$ cat src/acpu_pkg.sv
// Package with the word sizes, operation codes, status codes and shared types of the execute stage.
package acpu_pkg;

   // Datapath sizes.
   localparam int WORD_WIDTH = 20;
   localparam int ADDR_WIDTH = 12;
   localparam int OPC_WIDTH  = 6;
   localparam int MODE_WIDTH = 2;

   // Addressing mode that load immediate requires.
   localparam logic [MODE_WIDTH-1:0] MODE_DIRECT = '0;

   // Operation codes carried in bits 5..1 of the opcode field.
   typedef enum logic [4:0] {
      OP_HALT = 5'b00000,
      OP_NOP  = 5'b00001,
      OP_LD   = 5'b01000,
      OP_ST   = 5'b01001,
      OP_EM   = 5'b01010,
      OP_LI   = 5'b01011,
      OP_LDXR = 5'b01100,
      OP_LIXR = 5'b01101,
      OP_STXR = 5'b01110,
      OP_ADD  = 5'b10000,
      OP_SUB  = 5'b10001,
      OP_CLR  = 5'b10010,
      OP_COM  = 5'b10011,
      OP_AND  = 5'b10100,
      OP_OR   = 5'b10101,
      OP_XOR  = 5'b10110,
      OP_TR   = 5'b11000,
      OP_TZ   = 5'b11001,
      OP_TN   = 5'b11010,
      OP_TP   = 5'b11011
   } op_type;

   // Completion status of one instruction.
   typedef enum logic [1:0] {
      ST_OK    = 2'd0,
      ST_HALT  = 2'd1,
      ST_UNDEF = 2'd2,
      ST_MODE  = 2'd3
   } status_type;

   // Architectural state of the machine.
   typedef struct packed {
      logic [WORD_WIDTH-1:0] acc_a;
      logic [WORD_WIDTH-1:0] acc_b;
      logic [ADDR_WIDTH-1:0] index;
   } arch_state_type;

   // Everything one instruction produces.
   typedef struct packed {
      status_type            status;
      logic                  mem_write;
      logic [WORD_WIDTH-1:0] write_data;
      logic                  jump_taken;
      logic [ADDR_WIDTH-1:0] jump_target;
      arch_state_type        next_state;
   } exec_result_type;

endpackage

$ cat src/acpu_exec.sv
// Combinational execute logic: decodes one instruction and computes its effects.
module acpu_exec
   import acpu_pkg::*;
(
   input  logic [OPC_WIDTH-1:0]  opcode_field,
   input  logic [MODE_WIDTH-1:0] addr_mode,
   input  logic [ADDR_WIDTH-1:0] address,
   input  logic [WORD_WIDTH-1:0] mem_data,
   input  arch_state_type        cur_state,
   output exec_result_type       result
);

   logic                  sel;
   op_type                op;
   logic [WORD_WIDTH-1:0] cur;
   logic [WORD_WIDTH-1:0] nreg;
   logic [ADDR_WIDTH-1:0] nxr;
   status_type            status;
   logic                  wr;
   logic [WORD_WIDTH-1:0] wdata;
   logic                  jmp;
   logic                  cur_neg;
   logic                  cur_zero;

   assign sel      = opcode_field[0];
   assign op       = op_type'(opcode_field[OPC_WIDTH-1:1]);
   assign cur      = sel ? cur_state.acc_b : cur_state.acc_a;
   assign cur_neg  = cur[WORD_WIDTH-1];
   assign cur_zero = (cur == '0);

   // Decode and compute the new register value, store and branch.
   always_comb begin
      nreg   = cur;
      nxr    = cur_state.index;
      status = ST_OK;
      wr     = 1'b0;
      wdata  = '0;
      jmp    = 1'b0;
      unique case (op)
         OP_HALT: begin
            status = sel ? ST_UNDEF : ST_HALT;
         end
         OP_NOP: begin
            if (sel) status = ST_UNDEF;
         end
         OP_LD: begin
            nreg = mem_data;
         end
         OP_ST: begin
            wr    = 1'b1;
            wdata = cur;
         end
         OP_EM: begin
            wr    = 1'b1;
            wdata = cur;
            nreg  = mem_data;
         end
         OP_LI: begin
            if (addr_mode != MODE_DIRECT) status = ST_MODE;
            else nreg = WORD_WIDTH'($signed(address));
         end
         OP_LDXR: begin
            if (sel) status = ST_UNDEF;
            else nxr = ADDR_WIDTH'(mem_data);
         end
         OP_LIXR: begin
            if (sel) status = ST_UNDEF;
            else nxr = address;
         end
         OP_STXR: begin
            if (sel) begin
               status = ST_UNDEF;
            end else begin
               wr    = 1'b1;
               wdata = WORD_WIDTH'(cur_state.index);
            end
         end
         OP_ADD: nreg = cur + mem_data;
         OP_SUB: nreg = cur - mem_data;
         OP_CLR: nreg = '0;
         OP_COM: nreg = ~cur;
         OP_AND: nreg = cur & mem_data;
         OP_OR:  nreg = cur | mem_data;
         OP_XOR: nreg = cur ^ mem_data;
         OP_TR: begin
            if (sel) status = ST_UNDEF;
            else jmp = 1'b1;
         end
         OP_TZ: jmp = cur_zero;
         OP_TN: jmp = cur_neg;
         OP_TP: jmp = !cur_neg && !cur_zero;
         default: status = ST_UNDEF;
      endcase
   end

   // A bad status suppresses every effect and leaves the state as it was.
   always_comb begin
      result.status     = status;
      result.next_state = cur_state;
      if (status == ST_OK) begin
         result.mem_write   = wr;
         result.write_data  = wdata;
         result.jump_taken  = jmp;
         result.jump_target = jmp ? address : '0;
         if (sel) result.next_state.acc_b = nreg;
         else result.next_state.acc_a = nreg;
         result.next_state.index = nxr;
      end else begin
         result.mem_write   = 1'b0;
         result.write_data  = '0;
         result.jump_taken  = 1'b0;
         result.jump_target = '0;
      end
   end

endmodule

$ cat src/acpu_regfile.sv
// Architectural registers A, B and XR, loaded when an instruction retires.
module acpu_regfile
   import acpu_pkg::*;
(
   input  logic           clock,
   input  logic           reset,
   input  logic           retire,
   input  arch_state_type next_state,
   output arch_state_type state
);

   arch_state_type state_ff;
   arch_state_type state_in;

   // Hold the state unless an instruction retires this cycle.
   always_comb begin
      state_in = retire ? next_state : state_ff;
   end

   always_ff @(posedge clock) begin
      if (reset) begin
         state_ff <= '0;
      end else begin
         state_ff <= state_in;
      end
   end

   assign state = state_ff;

endmodule

$ cat src/accumulator_cpu_execute_stage_top.sv
// Top level of the execute stage: input register, execute logic, state and result register.
//
// The req_ channel carries one instruction per beat: opcode, addressing mode,
// effective address and the memory word read there. The rsp_ channel returns
// one result beat per instruction, in order: status, memory store, branch and
// the values of A, B and XR after the instruction.
// An accepted beat lands in the input register; once the result register is empty
// or being emptied, the execute logic works on it against A, B and XR and writes the
// result register and the architectural state at the same edge. A request beat thus
// passes through the input register and then the result register before its result
// is offered. The stage takes one instruction per cycle while rsp_ready stays high,
// since each one reads the state its predecessor wrote.
// When the receiver holds rsp_ready low, the result stays put, the input
// register keeps its beat and req_ready falls once both are full; nothing is
// lost or repeated.
// A synchronous active-high reset clears A, B and XR to zero and empties
// both registers.
module accumulator_cpu_execute_stage_top
   import acpu_pkg::*;
(
   input  logic                  clock,
   input  logic                  reset,
   input  logic                  req_valid,
   output logic                  req_ready,
   input  logic [OPC_WIDTH-1:0]  req_opcode_field,
   input  logic [MODE_WIDTH-1:0] req_addr_mode,
   input  logic [ADDR_WIDTH-1:0] req_address,
   input  logic [WORD_WIDTH-1:0] req_mem_data,
   output logic                  rsp_valid,
   input  logic                  rsp_ready,
   output logic [1:0]            rsp_status,
   output logic                  rsp_mem_write,
   output logic [WORD_WIDTH-1:0] rsp_write_data,
   output logic                  rsp_jump_taken,
   output logic [ADDR_WIDTH-1:0] rsp_jump_target,
   output logic [WORD_WIDTH-1:0] rsp_acc_a_value,
   output logic [WORD_WIDTH-1:0] rsp_acc_b_value,
   output logic [ADDR_WIDTH-1:0] rsp_index_value
);

   logic                  in_valid_ff;
   logic                  in_valid_in;
   logic [OPC_WIDTH-1:0]  in_opcode_ff;
   logic [MODE_WIDTH-1:0] in_mode_ff;
   logic [ADDR_WIDTH-1:0] in_address_ff;
   logic [WORD_WIDTH-1:0] in_mem_data_ff;
   logic                  out_valid_ff;
   logic                  out_valid_in;
   exec_result_type       out_ff;
   exec_result_type       exec_res;
   arch_state_type        cur_state;
   logic                  advance;
   logic                  req_take;

   // Handshake: the instruction in the input register moves on whenever the
   // result register is empty or is being emptied this cycle.
   assign advance   = in_valid_ff && (!out_valid_ff || rsp_ready);
   assign req_ready = !in_valid_ff || advance;
   assign req_take  = req_valid && req_ready;

   always_comb begin
      in_valid_in  = req_take || (in_valid_ff && !advance);
      out_valid_in = advance || (out_valid_ff && !rsp_ready);
   end

   // Control registers.
   always_ff @(posedge clock) begin
      if (reset) begin
         in_valid_ff  <= 1'b0;
         out_valid_ff <= 1'b0;
      end else begin
         in_valid_ff  <= in_valid_in;
         out_valid_ff <= out_valid_in;
      end
   end

   // Input payload register.
   always_ff @(posedge clock) begin
      if (req_take) begin
         in_opcode_ff   <= req_opcode_field;
         in_mode_ff     <= req_addr_mode;
         in_address_ff  <= req_address;
         in_mem_data_ff <= req_mem_data;
      end
   end

   acpu_exec u_exec (
      .opcode_field (in_opcode_ff),
      .addr_mode    (in_mode_ff),
      .address      (in_address_ff),
      .mem_data     (in_mem_data_ff),
      .cur_state    (cur_state),
      .result       (exec_res)
   );

   acpu_regfile u_regfile (
      .clock      (clock),
      .reset      (reset),
      .retire     (advance),
      .next_state (exec_res.next_state),
      .state      (cur_state)
   );

   // Result payload register.
   always_ff @(posedge clock) begin
      if (advance) begin
         out_ff <= exec_res;
      end
   end

   assign rsp_valid       = out_valid_ff;
   assign rsp_status      = out_ff.status;
   assign rsp_mem_write   = out_ff.mem_write;
   assign rsp_write_data  = out_ff.write_data;
   assign rsp_jump_taken  = out_ff.jump_taken;
   assign rsp_jump_target = out_ff.jump_target;
   assign rsp_acc_a_value = out_ff.next_state.acc_a;
   assign rsp_acc_b_value = out_ff.next_state.acc_b;
   assign rsp_index_value = out_ff.next_state.index;

`ifndef SYNTHESIS
   // A faulting or halting instruction leaves A, B and XR untouched.
   a_bad_status_keeps_state: assert property (@(posedge clock) disable iff (reset)
      advance && (exec_res.status != ST_OK) |=> $stable(cur_state))
      else $error("state changed on a bad status");

   // A bad status carries no store and no branch.
   a_bad_status_no_effect: assert property (@(posedge clock) disable iff (reset)
      rsp_valid && (rsp_status != ST_OK) |->
         !rsp_mem_write && !rsp_jump_taken && (rsp_write_data == '0))
      else $error("store or branch reported with a bad status");

   // The result shows the state that the retiring instruction left behind.
   a_result_matches_state: assert property (@(posedge clock) disable iff (reset)
      advance |=> (rsp_acc_a_value == cur_state.acc_a) &&
                  (rsp_acc_b_value == cur_state.acc_b) &&
                  (rsp_index_value == cur_state.index))
      else $error("result register disagrees with the state");

   // An untaken branch reports a zero target.
   a_no_jump_zero_target: assert property (@(posedge clock) disable iff (reset)
      rsp_valid && !rsp_jump_taken |-> (rsp_jump_target == '0))
      else $error("jump target set without a jump");
`endif

endmodule

$ cat config.mk
export PLATFORM = sky130hd
export DESIGN_NAME = accumulator_cpu_execute_stage_top
export DESIGN_NICKNAME = d
export VERILOG_FILES = /design/src/acpu_pkg.sv /design/src/acpu_exec.sv /design/src/acpu_regfile.sv /design/src/accumulator_cpu_execute_stage_top.sv
export SDC_FILE = /design/constraint.sdc
export NUM_CORES = 1
export LEC_CHECK = 0
export CORE_UTILIZATION = 46
export DETAILED_ROUTE_END_ITERATION = 12
export DONT_BUFFER_PORTS = 1
export GPL_ROUTABILITY_DRIVEN = 1
export PLACE_DENSITY = 0.73
export RECOVER_POWER = 100
export SLEW_MARGIN = 20
export SYNTH_ARGS = -nofsm -noshare
export SYNTH_HDL_FRONTEND = slang
export SYNTH_SLANG_ARGS = --single-unit
$ cat constraint.sdc
create_clock -name clock -period 4.3 [get_ports clock]
set_input_delay 0.86 -clock clock [delete_from_list [all_inputs] [get_ports clock]]
set_output_delay 0.86 -clock clock [all_outputs]
set_load 0.05 [all_outputs]
# Word-level counts from Yosys, hierarchy flattened
# Cells that the tools add are included.
dict set report word_totals {
  ff_bits 182
  in_bits 44
  out_inout_bits 90
}
dict set report op_classes {
  addsub 2
  eq_ne 19
  muxes 18
  n_bitwise 4
  n_reduce_logical 24
}
# operator count
set op_table {}
lappend op_table {{$pmux W20 S9} 1}
lappend op_table {{$mux W20} 4}
lappend op_table {{$eq A5 B5 Y1 const B} 11}
lappend op_table {{$mux W52} 1}
lappend op_table {{$pmux W20 S2} 1}
lappend op_table {{$mux W12} 3}
lappend op_table {{$eq A5 B4 Y1 const B} 7}
lappend op_table {{$pmux W12 S2} 1}
lappend op_table {{$add A20 B20 Y20} 1}
lappend op_table {{$and A20 B20 Y20} 1}
lappend op_table {{$logic_not A20 Y1} 1}
lappend op_table {{$not A20 Y20} 1}
lappend op_table {{$or A20 B20 Y20} 1}
lappend op_table {{$sub A20 B20 Y20} 1}
lappend op_table {{$xor A20 B20 Y20} 1}
lappend op_table {{$reduce_or A13 Y1} 1}
lappend op_table {{$pmux W2 S4} 1}
lappend op_table {{$logic_not A1 Y1} 6}
lappend op_table {{$mux W2} 3}
lappend op_table {{$eq A5 B1 Y1 const B} 1}
lappend op_table {{$logic_and A1 B1 Y1} 5}
lappend op_table {{$logic_not A5 Y1} 1}
lappend op_table {{$reduce_or A5 Y1} 1}
lappend op_table {{$logic_or A1 B1 Y1} 4}
lappend op_table {{7 further kinds} 8}

# Longest topological paths before layout
# Gate-level depths: netlist of run 1.
dict set report depth {
  ltp_word 6
  depth_mapped 15
  depth_no_buf 13
}

# Modules after synthesis
# A second synthesis of run 1 with hierarchy kept.
dict set report hier_totals {
  cells_unflattened 1021
  area_unflattened_um2 10729.0
}
# mod instances cells_per_inst area_per_inst_um2
set modules_own_cells {}
lappend modules_own_cells {acpu_exec 1 715 4914.7}
lappend modules_own_cells {accumulator_cpu_execute_stage_top 1 138 3947.5}
lappend modules_own_cells {acpu_regfile 1 168 1866.8}

# Worst setup path after synthesis of run 1
# Ideal clock, no wire load.
dict set report synth_path {
  path_kind {input port to flip-flop}
  start {in rsp_ready}
  end {reg out_ff (netlist bit rsp_acc_a_value[0]), enable pin}
  setup_ps 487
  arrival_ps 3823
  t_required_ps 3813
  path_slack_ps -10
  stages 4
  path_cell_list {nor2b_1 > nand2b_1 > inv_1 > clkbuf_1}
}
dict set report synth_between {
  elab_chain_cells 2
}
# item line_no
set synth_rtl {}
lappend synth_rtl {{start: declaration} accumulator_cpu_execute_stage_top.sv:30} ;# input logic rsp_ready,
lappend synth_rtl {{$logic_or A1 B1 Y1} accumulator_cpu_execute_stage_top.sv:57} ;# assign advance = in_valid_ff && (!out_valid_ff || rsp_ready);
lappend synth_rtl {{$logic_and A1 B1 Y1} accumulator_cpu_execute_stage_top.sv:57}
lappend synth_rtl {{net advance} accumulator_cpu_execute_stage_top.sv:52} ;# logic advance;
lappend synth_rtl {{end signal: assignment} accumulator_cpu_execute_stage_top.sv:107} ;# out_ff <= exec_res;
lappend synth_rtl {{end: declaration} accumulator_cpu_execute_stage_top.sv:49} ;# exec_result_type out_ff;
# The timed path passes the listed nets, and every way through them passes these cells.
# A chain may end at the register's enable or synchronous reset.

==> results of run 1 <==
## layout make-up
type	instances	area, µm²
clock inverters	15	146
repair buffers	62	442
flip-flops and latches	182	4920
fillers	2030	10900
multi-input cells	788	5270
well taps	285	357
inverters	55	209
clock buffers	17	425
## synth_stat cells (19+ instances only)
master,number
dfxtp_1,54
nand3_1,19
ha_1,61
xnor2_1,22
nor3_1,26
clkbuf_1,41
a21oi_1,58
a211oi_1,21
edfxtp_1,128
o21ai_0,56
nor2_1,122
and2_1,19
mux2i_1,21
inv_1,55
nand2_1,92
## through the flow
| step | std cells | area [µm²] | total power [mW] | setup slack [ns] | hold slack [ns] |
|---|---|---|---|---|---|
| 2_1_floorplan | 1086 | 10600 | 2.61 | 0.409 | 0.436 |
| 3_3_place_gp | 1372 | 11200 | 2.80 | 0.329 | 0.437 |
| 3_5_place_dp | 1372 | 11200 | 2.81 | 0.252 | 0.448 |
| 4_1_cts | 1404 | 11800 | 4.34 | 0.241 | 0.457 |
| 5_1_grt | 1404 | 11800 | 4.46 | 0.00428 | 0.475 |
| 6_report | 1404 | 11800 | 4.33 | 0.287 | 0.459 |
## registers in the layout, indices dropped and copies added (netlist names)
register / flops
rsp_mem_write: 1
rsp_write_data: 20
in_address_ff: 12
in_opcode_ff: 6
u_regfile.state: 52
rsp_jump_target: 12
in_mode_ff: 2
rsp_valid: 1
in_valid_ff: 1
rsp_acc_b_value: 20
rsp_index_value: 12
rsp_jump_taken: 1
in_mem_data_ff: 20
rsp_status: 2
rsp_acc_a_value: 20
## worst paths after layout
check | start | endpoint | slack (ns) | cells after the start
hold / removal | u_regfile.state[11]$_SDFFE_PP0P_ | u_regfile.state[11]$_SDFFE_PP0P_ | 0.46 | 2
setup / recovery | in_mem_data_ff[4]$_DFFE_PP_ | rsp_acc_a_value[17]$_DFFE_PP_ | 0.29 | 14
setup reg to reg | in_mem_data_ff[4]$_DFFE_PP_ | rsp_acc_a_value[17]$_DFFE_PP_ | 0.29 | 14
hold reg to reg | u_regfile.state[11]$_SDFFE_PP0P_ | u_regfile.state[11]$_SDFFE_PP0P_ | 0.46 | 2
## layout by cell type (no fill, tap or decap), drive strengths merged, types with 12 or more instances in the layout
cell / n
dfxtp: 54
nand3b: 13
mux2: 13
a22o: 15
xnor2: 22
ha: 61
a22oi: 12
nor2b: 12
buf: 51
a21oi: 58
o211ai: 13
nand2: 92
nor3: 26
clkbuf: 28
mux2i: 22
edfxtp: 128
nor2: 122
inv: 61
nand3: 19
and2: 20
o21ai: 59
o31ai: 14
a211oi: 23
## critical path: cells and delay by family (launching register included)
| family | cells | cell delay, ns |
|---|---|---|
| DFF | 1 | 0.54 |
| AOI/OAI and AO/OA | 4 | 1.03 |
| buffers and inverters | 2 | 0.37 |
| adders and majority gates | 1 | 0.42 |
| xor gates and xnor gates | 1 | 0.14 |
| and+or+nand+nor | 6 | 1.23 |
## kinds of logic (layout without fill, tap and decap cells)
kind of cell,Yosys count,in the layout
multiplexers,35,35
AO/OA/AOI/OAI,308,308
adder cells (fa/ha/maj),62,62
flip-flops,182,182
AND/OR/NAND/NOR,361,361
XOR/XNOR,22,22
buffers and inverters,116,149
## routing by layer
metal  routed length, µm  vias to the layer above  global-route usage [%]
li1                    -                     4121                       -
met1               13800                     4330                    37.7
met2               14200                      474                    41.1
met3                2940                       65                    5.30
met4                 830                        0                    9.67
met5                   0                        -                       0
## power by group through the flow
stage                     combinational, mW  clock (mW)  sequential (mW)
final                                 0.575        1.55             2.20
after global routing                  0.623        1.62             2.21
after CTS                             0.569        1.57             2.20
after detailed placement              0.565           0             2.24
after global placement                0.558           0             2.24
after floorplan                       0.399           0             2.22
==> impl_results.md, run 1 <==
- First-pass GRT wire length: approximately 48000 µm
- Layout Utilization: 52.0%
- Worst Path Required: roughly 4.5 ns
- Setup TNS: 0 ns
- Vias in the first global route: about 8200
- Syn-to-layout area delta: 10.6%
- Global route total overflow: 0
- Slew HR: -89.7%
- Sw Share: between 30% and 40%
- Post-route DRC: 0
- Clock power frac: 35.8%
- Fmax: between 200 and 250 MHz
- DR pass1 iterations: 9
- Crit Path Max Fanout: 6
- Post-synth top area share: between 30% and 40%
- Diodes inserted: 0
- Worst path max stage delay: roughly 0.54 ns
- Post-Synthesis Cell Area: between 10000 and 15000 µm²
- Pin count of the biggest net entering global routing: 67
- Synth Area in Compound Gates: between 20% and 30%
- Cell Rows: 55
- Post-Synth Adder-Cell Area: 7.36%
- Clock Path Buffers: 2
- Cts hold-fix bufs: 0
- Initial antenna violation count: 0
- Tcrit/Tclk final: 93.3%
- Sequential fraction of the synthesis area: ~46%
- Pint: between 2 and 3 mW
- RSZ-0062 raised after global routing: false
- Leak Pwr: 4.46 nW
- Die W: between 150 and 200 µm
- Number of max-cap violations: 2
- Hold WC Path Type: reg -> reg
- Failing checks: max-capacitance violations, max-slew violations
- Post-synth cell types: 79
- Fin. Hold Viols: 0
- Worst Tran Pin Value: ~2.8 ns
- VDD IR max: 0.225 mV
- Startpoint Class: flop
- Root buffer cell: clkbuf_16
- Tmin final: between 4 and 5 ns
- Critical Path, Cell by Cell: nor4_1 > buf_4 > nand2_1 > o31ai_1 > xnor2_1 > ha_1 > and3_1 > nand4_1 > a21o_1 > a311oi_1 > nor3_1 > nor4b_1 > buf_4 > o31ai_1
- Max H-tree Level: 4
- Core box area: ~23000 µm²
- Critical Path AT: approximately 4.2 ns
- Cell taking the most area after synthesis: edfxtp_1
- Logic gate share of total power: 13.3%
- Routed Antenna Nets: 0
- Final setup viols: 0
- FFs w/ async S/R, synth: 0%
- Clk sink count: between 150 and 200
- Post-Synth XOR/XNOR Area: roughly 1.8%
- Layout net count: about 1200
- Max stage delay cell, worst path: edfxtp_1
- Worst skew pair latency: 0.44 ns
- Mux share of post-synthesis cell area: ~3.5%
- Mapped Avg Cell Area: 9.80 µm²
- Power Density: roughly 370 nW/µm²
- Vias: 8990
- RD Place Congestion: slightly above 0.9
- IO Pins: about 130
- Syn_nets: around 1200
- Clock Pin Slew Worst Setup and Hold Paths: roughly 0.07 ns
- Die area: approximately 24000 µm²
- Post-Synthesis Cells: 1086
- Main combinational cell family by area after synthesis: compound AO/OA/AOI/OAI gates
- CTS Buf Count: 17
- CP Capture Type: flop
- Sequential Power Share: approximately half
- Die Ht: 154 µm
- Drt via density: about 6.4
- Simple-Gate Fraction of Synth Area: 16.3%
- Predominant post-synthesis flop cell: edfxtp_1
- Clock Skews: 0.00951 ns
- HPWL after DPL: ~23000 µm
- CP Class: reg -> reg
- Share of cells above drive strength 1: approximately a tenth
- Setup Buffers After CTS: 0
- Main area contributors after synthesis: edfxtp_1, dfxtp_1, ha_1, nor2_1, nand2_1
- Starting Density: roughly 47%
- CTS tree: built
- IO buf count: 0
- Psw: roughly 1.3 mW
- 1st-iter DRT viols: just under 1000
- Number of synthesized flops with an enable pin: 128
- Synth warnings: 0
- Routed WL: 31700 µm
- WL per Instance: between 20 and 25 µm
- All-layer global routing usage: a little over a quarter
- Post-CTS Resized: 0
- Status: finished, violations left
- #FFs+latches synth: around 180
- Slew Limit Fails: approximately 110
No activity file was read; power rests on OpenSTA's default activity.
==> inputs of run 2 (changes only) <==
--- a/config.mk
+++ b/config.mk
@@ -5,11 +5,13 @@
 export SDC_FILE = /design/constraint.sdc
 export NUM_CORES = 1
 export LEC_CHECK = 0
-export CORE_UTILIZATION = 46
+export CELL_PAD_IN_SITES_DETAIL_PLACEMENT = 1
+export CELL_PAD_IN_SITES_GLOBAL_PLACEMENT = 1
+export CORE_UTILIZATION = 45
 export DETAILED_ROUTE_END_ITERATION = 12
 export DONT_BUFFER_PORTS = 1
 export GPL_ROUTABILITY_DRIVEN = 1
-export PLACE_DENSITY = 0.73
+export PLACE_DENSITY = 0.86
 export RECOVER_POWER = 100
 export SLEW_MARGIN = 20
 export SYNTH_ARGS = -nofsm -noshare
==> run 2 against run 1 <==
  * The run still ends with max-capacitance violations, max-slew violations left
  * Final area grew 1.2%
  * Setup slack got worse by 0.045 ns
  * Wire length grew 17%
  * Critical path depth did not move
  * Hold slack improved by 0.011 ns
  * Clock skew is 0.0025 ns higher
  * Die area is 2.2% higher
  * Non-clock buffer count grew 4
  * Core utilization about the same
  * Global-route usage rose by 4.0 points
  * Largest cell class unchanged
==> impl_results.md, run 2 (same netlist as run 1, synthesis figures left out) <==
- Worst path max stage delay: 0.53 ns
- Setup Buffers After CTS: 0
- Max stage delay cell, worst path: edfxtp_1
- Cell Rows: 55
- Global route total overflow: 0
- Crit Path Max Fanout: 7
- Dpl ws: ~0.13 ns
- Clock Skews: between 0.01 and 0.015 ns
- Root buffer cell: clkbuf_16
- Failing checks: max-capacitance violations, max-slew violations
- CTS tree: built
- Power Density: ~380 nW/µm²
- RD Place Congestion: between 0.9 and 1
- RR Startpoint: in_mem_data_ff[4]$_DFFE_PP_
- CP Capture Type: flop
- R2R cell count: 14
- Die Ht: between 150 and 200 µm
- RSZ-0062 raised after global routing: false
- Layout net count: roughly 1200
- CP bufs+invs: 2
- Total power draw: roughly 4.5 mW
- Psw: roughly 1.5 mW
- CP Class: reg -> reg
- Number of max-cap violations: 2
- R2r setup slk: ~0.24 ns
- Tcrit/Tclk final: 94.4%
- Pint: ~3.0 mW
- Drt via density: between 6 and 7
- Setup TNS: 0 ns
- Post-route DRC: 0
- Max reg flops: 52
- Critical Path AT: 4.21 ns
- Leak Pwr: between 4 and 5 nW
- Diodes inserted: 0
- Logic depth of the worst path, buffers included: 14
- Clk sink count: between 150 and 200
- Clock Path Buffers: 2
- Layout Utilization: 52.0%
- VDD IR max: ~0.22 mV
- Vias in the first global route: between 9000 and 10000
- Routed Antenna Nets: 0
- Initial antenna violation count: 0
- Worst skew pair latency: about 0.44 ns
- Status: finished, violations left
- Hold WC Path Type: reg -> reg
- Worst Tran Pin Value: between 2 and 3 ns
- IO Pins: about 130
- Slew Limit Fails: 108
- Starting Density: 46.4%
- Sequential Power Share: ~49%
- CP top delay family: simple AND/OR/NAND/NOR gates
- Max H-tree Level: 4
- Pin count of the biggest net entering global routing: 67
- Worst Path Required: roughly 4.5 ns
- Core box area: about 23000 µm²
- Most common cell after layout, fill and taps aside: edfxtp_1
- Vias: around 9400
- All-layer global routing usage: roughly 31%
- Worst r2r dst: rsp_acc_a_value[17]$_DFFE_PP_
- Die area: around 24000 µm²
- DR pass1 iterations: 5
- Startpoint Class: flop
- CTS Buf Count: 17
- Tmin final: roughly 4.1 ns
- Final worst slack: roughly 0.24 ns
- Setup crit end: rsp_acc_a_value[17]$_DFFE_PP_
- HPWL after DPL: 26900 µm
- IO buf count: 0
- Clock Pin Slew Worst Setup and Hold Paths: roughly 0.090 ns
- Critical Path Source: in_mem_data_ff[4]$_DFFE_PP_
- Slew HR: -92.5%
- Share of cells above drive strength 1: about a tenth
- Syn-to-layout area delta: 11.9%
- WL per Instance: 25.8 µm
- Fin. Hold Viols: 0
- Final setup viols: 0
- Clock power frac: between 30% and 40%
- Fmax: between 200 and 250 MHz
- 1st-iter DRT viols: ~840
- Logic gate share of total power: 13.5%
- First-pass GRT wire length: around 56000 µm
- Routed WL: roughly 37000 µm
- Critical Path, Cell by Cell: nor4_1 > buf_4 > nand2_1 > o31ai_1 > xnor2_1 > ha_1 > and3_1 > nand4_1 > a21o_1 > a311oi_1 > nor3_1 > nor4b_1 > buf_4 > o31ai_1
- Sw Share: 32.8%
- Die W: about 160 µm
- Commonest non-fill, non-tap cells in the layout: edfxtp_1, nor2_1, nand2_1, ha_1, a21oi_1
## run 2: worst reg2reg max path: stages (launching register included)
cell	delay (ns)
edfxtp_1	0.53
nor4_1	0.33
buf_4	0.19
nand2_1	0.09
o31ai_1	0.25
xnor2_1	0.12
ha_1	0.41
and3_1	0.28
nand4_1	0.15
a21o_1	0.24
a311oi_1	0.36
nor3_1	0.09
nor4b_1	0.43
buf_4	0.22
o31ai_1	0.08
## run 2: worst min-delay path by stage
stage,slack [ns],cells past startpoint,end,startpoint
floorplan,0.44,2,u_regfile.state[11]$_SDFFE_PP0P_,u_regfile.state[11]$_SDFFE_PP0P_
global placement,0.44,2,u_regfile.state[11]$_SDFFE_PP0P_,u_regfile.state[11]$_SDFFE_PP0P_
detailed placement,0.46,2,u_regfile.state[11]$_SDFFE_PP0P_,u_regfile.state[11]$_SDFFE_PP0P_
CTS,0.47,2,u_regfile.state[11]$_SDFFE_PP0P_,u_regfile.state[11]$_SDFFE_PP0P_
global route,0.49,1,u_regfile.state[46]$_SDFFE_PP0P_,reset
finish,0.47,2,u_regfile.state[11]$_SDFFE_PP0P_,u_regfile.state[11]$_SDFFE_PP0P_
## run 2: timing repair
| action | 4_1_cts | 5_1_grt |
|---|---|---|
| gates resized for setup | 0 | 4 |
| setup endpoints to repair | 0 | 3 |
| hold buffers | 0 | 0 |
## run 2: area by class of cell
type,count,area (µm²)
well taps,313,392
flip-flops and latches,182,4920
fillers,2584,11000
clock inverters,15,221
inverters,55,209
clock buffers,17,425
multi-input cells,788,5270
repair buffers,66,465
## run 2: per-stage QoR
stage / hold slack, ns / cell area (µm²) / std cells
after floorplan: 0.436 / 10600 / 1086
after global placement: 0.437 / 11300 / 1404
after detailed placement: 0.458 / 11300 / 1404
after CTS: 0.471 / 12000 / 1436
after global routing: 0.487 / 11900 / 1436
final: 0.470 / 11900 / 1436
## run 2: layer usage
metal | track usage, % | part of all wire, % | up-vias
li1 | - | - | 4121
met1 | 40.6 | 41 | 4704
met2 | 48.9 | 46 | 502
met3 | 6.42 | 9.1 | 103
met4 | 13.7 | 4.2 | 0
met5 | 0 | 0 | -
## run 2: power groups by stage
stage | Sequential [mW] | Clock [mW] | Combinational (mW)
after detailed placement | 2.24 | 0 | 0.593
after global routing | 2.22 | 1.77 | 0.653
after CTS | 2.20 | 1.73 | 0.600
final | 2.21 | 1.71 | 0.611
after floorplan | 2.22 | 0 | 0.399
after global placement | 2.24 | 0 | 0.570
